===== config.mk =====
export PLATFORM = sky130hd
export DESIGN_NAME = cbor_item_skipper
export DESIGN_NICKNAME = d
export VERILOG_FILES = /design/src/cis_pkg.sv /design/src/cis_front.sv /design/src/cis_back.sv /design/src/cbor_item_skipper.sv
export SDC_FILE = /design/constraint.sdc
export NUM_CORES = 1
export LEC_CHECK = 0
export BUFFER_PORTS_ARGS = -buffer_cell sky130_fd_sc_hd__buf_4
export CAP_MARGIN = 20
export CORE_ASPECT_RATIO = 0.5
export CORE_UTILIZATION = 60
export DETAILED_ROUTE_END_ITERATION = 16
export PLACE_DENSITY = 0.78
export SETUP_SLACK_MARGIN = 0.02
export SLEW_MARGIN = 10
export SYNTH_ARGS = -nofsm -noshare
export SYNTH_HDL_FRONTEND = slang
export SYNTH_SLANG_ARGS = --single-unit

===== constraint.sdc =====
create_clock -name clk -period 20.3 [get_ports clk]
set_clock_uncertainty 0.05 [all_clocks]
set_input_delay 2.03 -clock clk [delete_from_list [all_inputs] [get_ports clk]]
set_output_delay 2.03 -clock clk [all_outputs]
set_load 0.005 [all_outputs]

===== src/cis_pkg.sv =====
// Shared types and constants of the item skipper.
package cis_pkg;
    localparam int MaxNestingDefault = 8;
    localparam logic [2:0] ST_RUN   = 3'd0;
    localparam logic [2:0] ST_DONE  = 3'd1;
    localparam logic [2:0] ST_BAD   = 3'd2;
    localparam logic [2:0] ST_INDEF = 3'd3;
    localparam logic [2:0] ST_DEEP  = 3'd4;

    typedef struct packed {
        logic [7:0]  data_byte;
        logic [31:0] bytes_after;
        logic        restart;
    } item_t;

    typedef struct packed {
        logic [2:0]  status;
        logic        head_valid;
        logic [2:0]  major_type;
        logic [63:0] argument;
        logic [3:0]  nesting_depth;
    } result_t;
endpackage


===== src/cis_front.sv =====
// Two-entry input skid queue that accepts items and holds them for the back end.
module cis_front
(
    input  logic           clk,
    input  logic           rst_n,
    input  logic           push,
    output logic           full,
    input  cis_pkg::item_t in_item,
    output logic           q_valid,
    input  logic           q_take,
    output cis_pkg::item_t q_item
);
    cis_pkg::item_t buf_reg [2];
    logic [1:0] cnt_reg, cnt_next;
    logic       rd_reg, wr_reg;
    logic       do_push, do_pop;

    assign full    = cnt_reg[1];
    assign q_valid = cnt_reg != 2'd0;
    assign q_item  = buf_reg[rd_reg];
    assign do_push = push && !full;
    assign do_pop  = q_take && q_valid;

    always_comb
    begin
        cnt_next = cnt_reg;
        if (do_push && !do_pop)
        begin
            cnt_next = cnt_reg + 2'd1;
        end
        else if (do_pop && !do_push)
        begin
            cnt_next = cnt_reg - 2'd1;
        end
    end

    always_ff @(posedge clk or negedge rst_n)
    begin
        if (!rst_n)
        begin
            cnt_reg <= 2'd0;
            rd_reg  <= 1'b0;
            wr_reg  <= 1'b0;
        end
        else
        begin
            cnt_reg <= cnt_next;
            if (do_push)
            begin
                wr_reg <= !wr_reg;
            end
            if (do_pop)
            begin
                rd_reg <= !rd_reg;
            end
        end
    end

    always_ff @(posedge clk)
    begin
        if (do_push)
        begin
            buf_reg[wr_reg] <= in_item;
        end
    end
endmodule


===== src/cis_back.sv =====
// Back end that parses each byte, pops nesting levels and queues the results.
module cis_back
#(
    parameter int MAX_NESTING = cis_pkg::MaxNestingDefault
)
(
    input  logic             clk,
    input  logic             rst_n,
    input  logic [31:0]      buffer_size,
    input  logic             q_valid,
    output logic             q_take,
    input  cis_pkg::item_t   q_item,
    output logic             empty,
    input  logic             pop,
    output cis_pkg::result_t res
);
    localparam int LW = $clog2(MAX_NESTING + 1);
    localparam int SW = (MAX_NESTING > 1) ? $clog2(MAX_NESTING) : 1;

    typedef enum logic [1:0] {
        S_WORK = 2'b01,
        S_POP  = 2'b10
    } fsm_t;

    typedef enum logic [3:0] {
        PH_HEAD    = 4'b0001,
        PH_ARG     = 4'b0010,
        PH_PAYLOAD = 4'b0100,
        PH_DONE    = 4'b1000
    } phase_t;

    fsm_t        fsm_reg, fsm_next;
    phase_t      ph_reg, ph_next;
    logic [3:0]  abl_reg, abl_next;
    logic [63:0] acc_reg, acc_next;
    logic [2:0]  hmt_reg, hmt_next;
    logic [4:0]  hai_reg, hai_next;
    logic [31:0] pl_reg, pl_next;
    logic [32:0] owed_reg, owed_next;
    logic [LW-1:0] lv_reg, lv_next;
    logic [2:0]  held_reg, held_next;
    logic [32:0] stk_reg [MAX_NESTING];
    logic        stk_we;
    logic [32:0] stk_wd;

    cis_pkg::result_t pend_reg, pend_next;
    cis_pkg::result_t oq_reg [2];
    logic [1:0]  ocnt_reg;
    logic        ord_reg, owr_reg;
    logic        o_push, o_pop, ofree;

    logic [7:0]  b;
    logic [31:0] after;
    logic        rs;
    phase_t      ph_c;
    logic [32:0] owed_c;
    logic [LW-1:0] lv_c;
    logic [2:0]  st;
    logic        hv, fin, do_pop_lv;
    logic [63:0] v, argv;
    logic [2:0]  mt;
    logic [4:0]  ai;
    logic [3:0]  n;

    assign b     = q_item.data_byte;
    assign after = q_item.bytes_after;
    assign rs    = q_item.restart;
    assign ofree = ocnt_reg != 2'd2;
    assign q_take = (fsm_reg == S_WORK) && q_valid && ofree;
    assign empty = ocnt_reg == 2'd0;
    assign res   = oq_reg[ord_reg];
    assign o_pop = pop && !empty;

    always_comb
    begin
        ph_c   = rs ? PH_HEAD : ph_reg;
        owed_c = rs ? 33'd1 : owed_reg;
        lv_c   = rs ? '0 : lv_reg;
        fsm_next = fsm_reg;
        ph_next  = ph_reg;
        abl_next = abl_reg;
        acc_next = acc_reg;
        hmt_next = hmt_reg;
        hai_next = hai_reg;
        pl_next  = pl_reg;
        owed_next = owed_reg;
        lv_next  = lv_reg;
        held_next = held_reg;
        pend_next = pend_reg;
        stk_we = 1'b0;
        stk_wd = owed_reg;
        o_push = 1'b0;
        st = cis_pkg::ST_RUN;
        hv = 1'b0;
        fin = 1'b0;
        argv = '0;
        v = '0;
        mt = hmt_reg;
        ai = hai_reg;
        n = 4'd0;
        do_pop_lv = 1'b0;
        if (fsm_reg == S_POP)
        begin
            lv_next   = lv_reg - 1'b1;
            owed_next = stk_reg[SW'(lv_reg - 1'b1)];
            if (stk_reg[SW'(lv_reg - 1'b1)] == 33'd0 && lv_reg != LW'(1))
            begin
                fsm_next = S_POP;
            end
            else
            begin
                fsm_next = S_WORK;
                pend_next.nesting_depth = 4'(lv_reg - 1'b1);
                if (stk_reg[SW'(lv_reg - 1'b1)] == 33'd0 && ph_reg == PH_HEAD)
                begin
                    pend_next.status = cis_pkg::ST_DONE;
                end
                if (pend_next.status != cis_pkg::ST_RUN)
                begin
                    ph_next   = PH_DONE;
                    held_next = pend_next.status;
                end
                o_push = 1'b1;
            end
        end
        else if (q_take)
        begin
            ph_next   = ph_c;
            owed_next = owed_c;
            lv_next   = lv_c;
            if (rs)
            begin
                held_next = cis_pkg::ST_RUN;
                pl_next   = '0;
                abl_next  = '0;
            end
            if (ph_c == PH_DONE)
            begin
                st = held_reg;
            end
            else
            begin
                if (ph_c == PH_HEAD)
                begin
                    mt = b[7:5];
                    ai = b[4:0];
                    hmt_next = mt;
                    hai_next = ai;
                    if (ai <= 5'd23)
                    begin
                        fin = 1'b1;
                        v = {59'd0, ai};
                    end
                    else if (ai <= 5'd27)
                    begin
                        n = 4'd1 << ai[1:0];
                        if ({28'd0, n} > after)
                        begin
                            st = cis_pkg::ST_BAD;
                        end
                        else
                        begin
                            acc_next = '0;
                            abl_next = n;
                            ph_next  = PH_ARG;
                        end
                    end
                    else if (ai == 5'd31)
                    begin
                        st = cis_pkg::ST_INDEF;
                    end
                    else
                    begin
                        st = cis_pkg::ST_BAD;
                    end
                end
                else if (ph_c == PH_ARG)
                begin
                    acc_next = {acc_reg[55:0], b};
                    abl_next = abl_reg - 4'd1;
                    if (abl_reg <= 4'd1)
                    begin
                        fin = 1'b1;
                        v = acc_next;
                    end
                end
                else
                begin
                    if (pl_reg > 32'd1)
                    begin
                        pl_next = pl_reg - 32'd1;
                    end
                    else
                    begin
                        pl_next = '0;
                        ph_next = PH_HEAD;
                        if (owed_c == 33'd0)
                        begin
                            st = cis_pkg::ST_DONE;
                        end
                    end
                end
                if (fin)
                begin
                    hv = 1'b1;
                    argv = v;
                    ph_next = PH_HEAD;
                    if (mt == 3'd7 && ai == 5'd24 && v < 64'd32)
                    begin
                        st = cis_pkg::ST_BAD;
                    end
                    else if (mt != 3'd7 && ((ai == 5'd24 && v < 64'd24)
                        || (ai == 5'd25 && v < 64'd256)
                        || (ai == 5'd26 && v < 64'h10000)
                        || (ai == 5'd27 && v < 64'h100000000)))
                    begin
                        st = cis_pkg::ST_BAD;
                    end
                    else if ((mt == 3'd2 || mt == 3'd3) && v > {32'd0, after})
                    begin
                        st = cis_pkg::ST_BAD;
                    end
                    else
                    begin
                        if (mt == 3'd2 || mt == 3'd3)
                        begin
                            pl_next = v[31:0];
                            if (v != 64'd0)
                            begin
                                ph_next = PH_PAYLOAD;
                            end
                        end
                        owed_next = owed_c - 33'd1;
                        if ((mt == 3'd4 || mt == 3'd5) && v != 64'd0)
                        begin
                            if (lv_c >= LW'(MAX_NESTING))
                            begin
                                st = cis_pkg::ST_DEEP;
                            end
                            else if (v > {32'd0, buffer_size})
                            begin
                                st = cis_pkg::ST_BAD;
                            end
                            else
                            begin
                                stk_we = 1'b1;
                                stk_wd = owed_next;
                                lv_next = lv_c + 1'b1;
                                owed_next = (mt == 3'd5) ? {v[31:0], 1'b0} : v[32:0];
                            end
                        end
                        else if (mt == 3'd6)
                        begin
                            owed_next = owed_c;
                        end
                        if (st == cis_pkg::ST_RUN)
                        begin
                            if (owed_next == 33'd0 && lv_next != '0)
                            begin
                                do_pop_lv = 1'b1;
                            end
                            else if (owed_next == 33'd0 && ph_next == PH_HEAD)
                            begin
                                st = cis_pkg::ST_DONE;
                            end
                        end
                    end
                end
                if (do_pop_lv)
                begin
                    // Final status waits until the pops have finished.
                    fsm_next = S_POP;
                end
                else
                begin
                    if (st == cis_pkg::ST_RUN && after == 32'd0)
                    begin
                        st = cis_pkg::ST_BAD;
                    end
                    if (st != cis_pkg::ST_RUN)
                    begin
                        ph_next   = PH_DONE;
                        held_next = st;
                    end
                end
            end
            pend_next.status     = st;
            pend_next.head_valid = hv;
            pend_next.major_type = hv ? mt : 3'd0;
            pend_next.argument   = argv;
            pend_next.nesting_depth = 4'(lv_next);
            if (do_pop_lv)
            begin
                pend_next.status = (after == 32'd0) ? cis_pkg::ST_BAD : cis_pkg::ST_RUN;
            end
            else
            begin
                o_push = 1'b1;
            end
        end
    end

    // After the pops the truncation check overrides only a running status.
    cis_pkg::result_t pend_fix;
    logic after0_reg;
    always_comb
    begin
        pend_fix = pend_next;
        if (fsm_reg == S_POP)
        begin
            pend_fix.status = pend_next.status;
            if (pend_next.status == cis_pkg::ST_BAD && !after0_reg)
            begin
                pend_fix.status = cis_pkg::ST_RUN;
            end
            if (pend_next.status == cis_pkg::ST_DONE)
            begin
                pend_fix.status = cis_pkg::ST_DONE;
            end
        end
    end

    always_ff @(posedge clk or negedge rst_n)
    begin
        if (!rst_n)
        begin
            fsm_reg  <= S_WORK;
            ph_reg   <= PH_HEAD;
            abl_reg  <= '0;
            hmt_reg  <= '0;
            hai_reg  <= '0;
            pl_reg   <= '0;
            owed_reg <= 33'd1;
            lv_reg   <= '0;
            held_reg <= cis_pkg::ST_RUN;
            ocnt_reg <= 2'd0;
            ord_reg  <= 1'b0;
            owr_reg  <= 1'b0;
            after0_reg <= 1'b0;
        end
        else
        begin
            fsm_reg  <= fsm_next;
            abl_reg  <= abl_next;
            hmt_reg  <= hmt_next;
            hai_reg  <= hai_next;
            pl_reg   <= pl_next;
            owed_reg <= owed_next;
            lv_reg   <= lv_next;
            if (fsm_reg == S_POP && fsm_next == S_WORK)
            begin
                if (pend_fix.status != cis_pkg::ST_RUN)
                begin
                    ph_reg   <= PH_DONE;
                    held_reg <= pend_fix.status;
                end
                else
                begin
                    ph_reg   <= ph_reg;
                    held_reg <= held_reg;
                end
            end
            else
            begin
                ph_reg   <= ph_next;
                held_reg <= held_next;
            end
            if (q_take)
            begin
                after0_reg <= (after == 32'd0);
            end
            if (o_push)
            begin
                owr_reg <= !owr_reg;
            end
            if (o_pop)
            begin
                ord_reg <= !ord_reg;
            end
            ocnt_reg <= ocnt_reg + {1'b0, o_push} - {1'b0, o_pop};
        end
    end

    always_ff @(posedge clk)
    begin
        acc_reg  <= acc_next;
        pend_reg <= pend_fix;
        if (stk_we)
        begin
            stk_reg[SW'(lv_c)] <= stk_wd;
        end
        if (o_push)
        begin
            oq_reg[owr_reg] <= pend_fix;
        end
    end
endmodule


===== src/cbor_item_skipper.sv =====
// Top level of the streaming CBOR item skipper.
// Each accepted byte is parsed as it is taken; a byte that closes nesting levels
// then holds off the input while the owed-item stack pops one level per cycle.
// Up to two items wait on the input side and two results on the output side.
// buffer_size bounds array and map counts; write it only while idle.
module cbor_item_skipper
#(
    parameter int MAX_NESTING = cis_pkg::MaxNestingDefault
)
(
    input  logic        clk,
    input  logic        rst_n,
    input  logic        cfg_we,
    input  logic [31:0] cfg_wdata,
    input  logic        push,
    output logic        full,
    input  logic [7:0]  data_byte,
    input  logic [31:0] bytes_after,
    input  logic        restart,
    output logic        empty,
    input  logic        pop,
    output logic [2:0]  status,
    output logic        head_valid,
    output logic [2:0]  major_type,
    output logic [63:0] argument,
    output logic [3:0]  nesting_depth
);
    logic [31:0]      buffer_size_reg;
    cis_pkg::item_t   in_item, q_item;
    cis_pkg::result_t res;
    logic             q_valid, q_take;

    always_ff @(posedge clk or negedge rst_n)
    begin
        if (!rst_n)
        begin
            buffer_size_reg <= '0;
        end
        else if (cfg_we)
        begin
            buffer_size_reg <= cfg_wdata;
        end
    end

    assign in_item = '{data_byte: data_byte, bytes_after: bytes_after, restart: restart};

    cis_front u_front
    (
        .clk(clk), .rst_n(rst_n), .push(push), .full(full), .in_item(in_item),
        .q_valid(q_valid), .q_take(q_take), .q_item(q_item)
    );

    cis_back #(.MAX_NESTING(MAX_NESTING)) u_back
    (
        .clk(clk), .rst_n(rst_n), .buffer_size(buffer_size_reg),
        .q_valid(q_valid), .q_take(q_take), .q_item(q_item),
        .empty(empty), .pop(pop), .res(res)
    );

    assign status        = res.status;
    assign head_valid    = res.head_valid;
    assign major_type    = res.major_type;
    assign argument      = res.argument;
    assign nesting_depth = res.nesting_depth;
endmodule


* After elaboration in Yosys (flattened, before gate mapping) *
Memory sizes are Yosys's and may differ from the RTL's.
Cells that the tools add are included.

word-level totals
  bits in registers = 262
  bits in latches = 0
  RAM bits = 496
  ROM bits = 0
  bits of input ports = 78
  output and inout port bits = 77
  memories = 3

memories
  name             words  bits a word  rd ports  clocked after Yosys merged registers in  write ports  RTL line         source
  u_back.stk_reg   8      33           1         0                                        1            cis_back.sv:42   logic [32:0] stk_reg [MAX_NESTING];
  u_back.oq_reg    2      75           1         0                                        1            cis_back.sv:47   cis_pkg::result_t oq_reg [2];
  u_front.buf_reg  2      41           1         0                                        1            cis_front.sv:13  cis_pkg::item_t buf_reg [2];

cells by class
  add/subtract/negate cells = 9
  $mul = 0
  divide/modulo/power cells = 0
  magnitude comparators = 13
  eq/ne operators = 30
  shift-type cells = 1
  muxes and demuxes = 227
  bitwise operators = 2
  reductions and logical operators = 58

operators by type and width
  kind                   number
  $mux 33                30
  $mux 64                8
  $mux 32                10
  $mux 56                5
  $mux 4                 55
  $mux 3                 58
  $gt 64x32->1           2
  $logic_not 33->1       3
  $mux 75                1
  $mux 68                1
  $lt 64x17->1 const B   1
  $lt 64x33->1 const B   1
  $lt 64x5->1 const B    1
  $lt 64x6->1 const B    1
  $lt 64x9->1 const B    1
  $reduce_bool 64->1     1
  $mux 1                 45
  $sub 33x1->33 const B  1
  $gt 32x1->1 const B    1
  $gt 4x32->1            1
  $logic_not 32->1       1
  $sub 32x1->32 const B  1
  $eq 5x5->1 const B     5
  $mux 5                 5
  35 further kinds       101

* Depth between registers and ports, before layout *
An unclocked memory read counts as a cell.

  depth after elaboration = 52
  mapped depth = 26
  mapped depth without buffers = 21

* Modules after synthesis *
From an unflattened synthesis, not the netlist that was laid out.

second synthesis, totals
  cell total of the unflattened synthesis = 2849
  area total of the unflattened synthesis = 35849.4 um^2

modules (own cells, without submodules)
  module             instances  cells an instance  area each (um^2)
  cis_back           1          2636               31152.4
  cis_front          1          145                3352.0
  cbor_item_skipper  1          68                 1345.0

* Least setup slack after synthesis *
Ideal clock, no wire load.

  path type = reg2reg
  from = register u_back.ph_reg[2]
  to = memory u_back.oq_reg[0][0] (netlist bit), enable pin
  data arrival time = 8.603 ns
  data required time = 19.717 ns
  slack = 11.113 ns
  stages on the path, launching flop included = 23
  buffers on the path = 6
  cells stage by stage = dfrtp_1 nor4b_2 o2111a_1 clkbuf_1 buf_1 clkbuf_1 and2_1 ha_1 a211oi_1 o21ai_1 a211o_1 a211oi_1 o211a_1 buf_2 clkbuf_1 nand3_1 a31o_2 nand4_1 nor2_1 and4b_1 buf_4 or2b_4 a21oi_1

between the ends
  cells in the longest elaborated chain, start to end = 37
  elaborated cells between the ends (all ways) = 110
  those cells by class = order compare (7); eq/ne (14); mux (70); reduce/logical (19)

ends and longest elaborated chain
  element                                   RTL line                                           source
  from (decl)                               cis_back.sv:33                                     phase_t ph_reg, ph_next;
  from (signal assigned)                    cis_back.sv:359                                    ph_reg <= ph_reg;
  from (signal assigned)                    cis_back.sv:365                                    ph_reg <= ph_next;
  $mux 4 *                                  cis_back.sv:76                                     ph_c = rs ? PH_HEAD : ph_reg;
  $eq 4x2->1 or $eq 4x1->1 (tied branches)  cis_back.sv:177, cis_back.sv:143
  $mux 64 or $mux 3 (tied branches)         cis_back.sv:177, cis_back.sv:143
  $mux 64 or $mux 3 (tied branches)         cis_back.sv:143, cis_back.sv:137
  $mux 64 or $mux 3 (tied branches)         cis_back.sv:137, cis_back.sv:126
  $mux 64 or $mux 3 (tied branches)         cis_back.sv:126, cis_back.sv:102
  $mux 64 or $eq 3x3->1 (tied branches)     cis_back.sv:102, cis_back.sv:234, cis_back.sv:249
  $gt 64x32->1 or $mux 33 (tied branches)   cis_back.sv:240, cis_back.sv:249
  (+21 left out)                            -
  $mux 1 *                                  cis_back.sv:137                                    if (ph_c == PH_DONE)
  $mux 1 *                                  cis_back.sv:126                                    else if (q_take)
  $mux 1 *                                  cis_back.sv:102                                    if (fsm_reg == S_POP)
  $mux 1 *                                  cis_back.sv:292                                    if (do_pop_lv)
  $mux 1 *                                  cis_back.sv:126
  $mux 1 *                                  cis_back.sv:102
  $mux 1 *                                  cis_back.sv:392                                    if (o_push)
  $mux 1 (not written as such) *            cis_back.sv:394                                    oq_reg[owr_reg] <= pend_fix;
  to (decl)                                 cis_back.sv:47

Every way passes the cells marked *; elsewhere a longest branch is shown, timed or not. The select of a mux whose other input is x is not followed.

* Worst setup path in the final report *
  from = register u_front.rd_reg
  to = memory u_back.oq_reg[1][31] (netlist bit), enable pin

between the ends
  cells in the longest elaborated chain, start to end = 38
  elaborated cells between the ends (all ways) = 131
  those cells by class = add/sub (2); order compare (11); eq/ne (15); shift (1); mux (81); reduce/logical (20); memory (1)

ends and longest elaborated chain
  element                                                                RTL line         source
  from (decl)                                                            cis_front.sv:15  logic rd_reg, wr_reg;
  from (signal assigned)                                                 cis_front.sv:54  rd_reg <= !rd_reg;
  $mem_v2 2x41 *                                                         -
  parallel branches: the longest is 29 deep, another holds $gt 64x32->1  -
  $mux 1 *                                                               cis_back.sv:137
  $mux 1 *                                                               cis_back.sv:126
  $mux 1 *                                                               cis_back.sv:102
  $mux 1 *                                                               cis_back.sv:292
  $mux 1 *                                                               cis_back.sv:126
  $mux 1 *                                                               cis_back.sv:102
  named net u_back.o_push                                                cis_back.sv:50   logic o_push, o_pop, ofree;
  $mux 1 *                                                               cis_back.sv:392
  $mux 1 (not written as such) *                                         cis_back.sv:394

Mark *: on every way through the listed nets, which the timed path passes. The select of a mux whose other input is x is not followed.

==> flow_summary.yaml <==
route:
  wire_per_inst_um: 27.17
  routed_via_density: 6.734
  vias: 25860
  drtIter0Drc: 3203
  drcViolationCount: 0
  dr.pass1.iters: 6
  postRouteAntennaNets: 0
  wl_um: 104300
logic_synthesis:
  syn-cell-area_mm2: 0.03577
  syn_inst: 2940
  synthXorXnorAreaFrac: 0.008326
  ys_types: 93
  yosysTopAreaCell: "edfxtp_1"
  synth_mux_area_frac: 0.09323
  yosys-top-cells-area: "edfxtp_1 46%, dfrtp_1 9.0%, dfxtp_1 4.2%, mux4_2 4.2%, nand2_1 3.4%"
  synth_seq_cells: 758
  synthFlopType: "edfxtp_1"
  synth_top_family_by_area: "simple AND/OR/NAND/NOR gates"
  yosysMostFrequentCell: "edfxtp_1"
  synth_top_cell_area_share: 0.4635
  synth_nets: 3097
  synth_edf_count: 552
  synth_seq_area_share: 0.5972
  syn_avg_cell_area_um2: 12.17
  synth-async-reset-ratio: 0.1728
  synthSimpleGateAreaFrac: 0.1236
  synth_adder_area_share: 0.02764
  ys_top_cells_by_count: "552 x edfxtp_1, 324 x nand2_1, 204 x o21ai_0, 166 x nor2_1, 146 x clkbuf_1"
  ys_warn_count: 0
  synth_compound_area_frac: 0.1192
critical_path:
  critPathRequiredTime_ns: 20.53
  crit_chain: "mux2i_4, buf_12, nand2_1, a21oi_1, nor2_1, ha_1, nand4_1, nor4_1, a31oi_1, o21ai_0, o211a_1, a21oi_1, a221o_1, or4_1, or4_1, and4b_1, or2b_4, nand2_1, and2_4, buf_4"
  cp_top_family: "simple AND/OR/NAND/NOR gates"
  critical_path.max_fanout: 151
  slowest_delay_ns: 0.91
  crit_path_top_delay_cell: "o211a_1"
  path_buf_inv: 2
  worstPathArrival_ns: 8.80
  worstSetupPathType: "reg2reg"
  critPathLaunchType: "flop"
  end_kind: "flop"
sta:
  fmax_mhz: 116.7
  period_share: 0.4222
  worst_pin_slew_ns: 1.132
  setup_slack_ns: 11.73
  setup_viol: 0
  holdWs_ns: 0.4288
  rsz0062_at_grt: "false"
  relSlewSlack: 0.2426
  fin_tns_setup_ns: 0
  drv_slew: 0
  period_needed_ns: 8.570
  final_hold_viol_count: 0
layout:
  area_growth_syn_to_layout_pct: 11.55
  layout-drive-gt1-share: 0.1761
  final_cells: 3840
  nets: 3178
  antenna-diode-count: 0
  fillerInstances: 4154
  largest_reg_flops: 264
clock_network:
  htreeDepth: 2
  postCtsHoldBufs: 0
  ctsRootBufferMaster: "clkbuf_16"
  cts_resized: 0
  cts_buffer_depth: 3
  post_cts_buffers: 0
  cts_tree: "yes"
  clock_latency_ns: 0.66
  clock-sinks: 758
  cts_made_buffers: 61
  clkTransAtPathRegs_ns: 0.07
placed_design:
  dp_hpwl_um: 70530
  portBuffers: 154
  place_ws_ns: 11.97
  globalplace.congestion: 0.9933
  place_inst: 3722
floorplanning:
  io_pins: 155
  rows: 62
  core_area_mm2: 0.05810
  dieArea_mm2: 0.06065
  die_y_um: 174.6
  initial_utilization: 0.6156
  die_w_um: 347.3
global_routing:
  grt_usage: 0.3454
  grt.met2_usage: 0.5214
  grt_pass1_vias: 24920
  grt_pass1_wl_um: 157100
  use_met1: 0.5009
  grt.busiest_layer: "met2"
  met3_usage: 0.07579
  grt_remaining_overflow: 0
  grt_max_degree: 152
  antenna_found_initial: 1
flow_run:
  drv_cap: 0
hold_path:
  min_path_type: "reg2reg"
run_status:
  status: "finished, final reports clean"
pwr:
  total_power_uw: 3373
  ir_drop_v: 0.00008887
  power.density_mw_per_mm2: 84.53
  power_leakage_uw: 0.01385
==> layer usage <==
| metal | part of all wire | wire, µm | vias up |
|---|---|---|---|
| met3 | 0.099 | 10340 | 211 |
| met5 | 0.00012 | 13 | - |
| met4 | 0.032 | 3381 | 2 |
| li1 | - | - | 11410 |
| met1 | 0.42 | 43970 | 12900 |
| met2 | 0.45 | 46630 | 1334 |
==> power breakdown <==
part,leakage (µW),internal (µW),switching [µW]
logic,0.00632,118,234
registers,0.00646,1700,28.3
clock network,0.00107,719,578
==> path summary, 6_finish.rpt <==
path / start / end / slack (ns) / cells after the start
worst min register to register: u_back.hai_reg[2]$_DFFE_PN0P_ / u_back.hai_reg[2]$_DFFE_PN0P_ / 0.43 / 2
max in group asynchronous: rst_n / u_front.rd_reg$_DFFE_PN0P_ / 17.41 / 2
worst max-delay path: u_front.rd_reg$_DFFE_PN0P_ / u_back.oq_reg[1][31]$_DFFE_PP_ / 11.73 / 20
worst max register to register: u_front.rd_reg$_DFFE_PN0P_ / u_back.oq_reg[1][31]$_DFFE_PP_ / 11.73 / 20
min in group asynchronous: rst_n / u_back.owed_reg[4]$_DFFE_PN0P_ / 1.31 / 1
worst min-delay path: u_back.hai_reg[2]$_DFFE_PN0P_ / u_back.hai_reg[2]$_DFFE_PN0P_ / 0.43 / 2
==> metrics by stage <==
stage / cell area, µm² / utilization
2_1_floorplan: 35770 / -
3_3_place_gp: 37670 / 0.6484
3_5_place_dp: 37670 / 0.6484
4_1_cts: 39870 / 0.6862
5_1_grt: 39900 / 0.6866
6_report: 39900 / 0.6866
==> area by class of cell <==
cell class              instances  area [µm²]  area share
multi-input cells            1904       13440      0.3369
inverters                      81       305.3    0.007652
flip-flops and latches        758       21370      0.5355
clock buffers                  77        1678     0.04206
well taps                     768       960.9     0.02409
clock inverters                37       519.2     0.01302
repair buffers                215        1625     0.04074
==> worst reg2reg max path: cells and delay by family, from the launching register on <==
family | cells | cell delay [ns]
adders and majority gates | 1 | 0.36
buffers and inverters | 2 | 0.84
and+or+nand+nor | 10 | 3.46
muxes | 1 | 0.25
AOI/OAI and AO/OA | 6 | 2.74
DFF | 1 | 0.39
==> cells by family (layout without fill, tap and decap cells) <==
kind of cell,count (synthesis),after routing
and+or+nand+nor,899,899
DFF,758,758
AOI/OAI and AO/OA,656,656
buffers and inverters,278,410
muxes,236,236
adders and majority gates,79,79
xor gates and xnor gates,34,34
==> cells in the final DEF (no fill, tap or decap), types with 13 or more instances in the layout <==
master / n
edfxtp_1: 552
nand2_1: 322
buf_4: 209
o21ai_0: 204
nor2_1: 162
a21oi_1: 132
dfrtp_1: 125
mux2_2: 103
inv_1: 79
ha_1: 78
dfxtp_1: 75
nand3_1: 68
mux4_2: 66
mux2i_1: 65
nor4_1: 62
clkbuf_16: 62
nor3_1: 60
and3_1: 54
a211oi_1: 41
a22o_1: 40
nand4_1: 32
a221o_1: 26
a31oi_1: 26
a21o_1: 25
and2_1: 23
or4_1: 20
o22ai_1: 19
o31ai_1: 17
clkinv_2: 16
or3_1: 16
xnor2_1: 16
xor2_1: 16
a221oi_1: 16
o211ai_1: 13
Note: power is estimated with default switching activity, not from simulation.
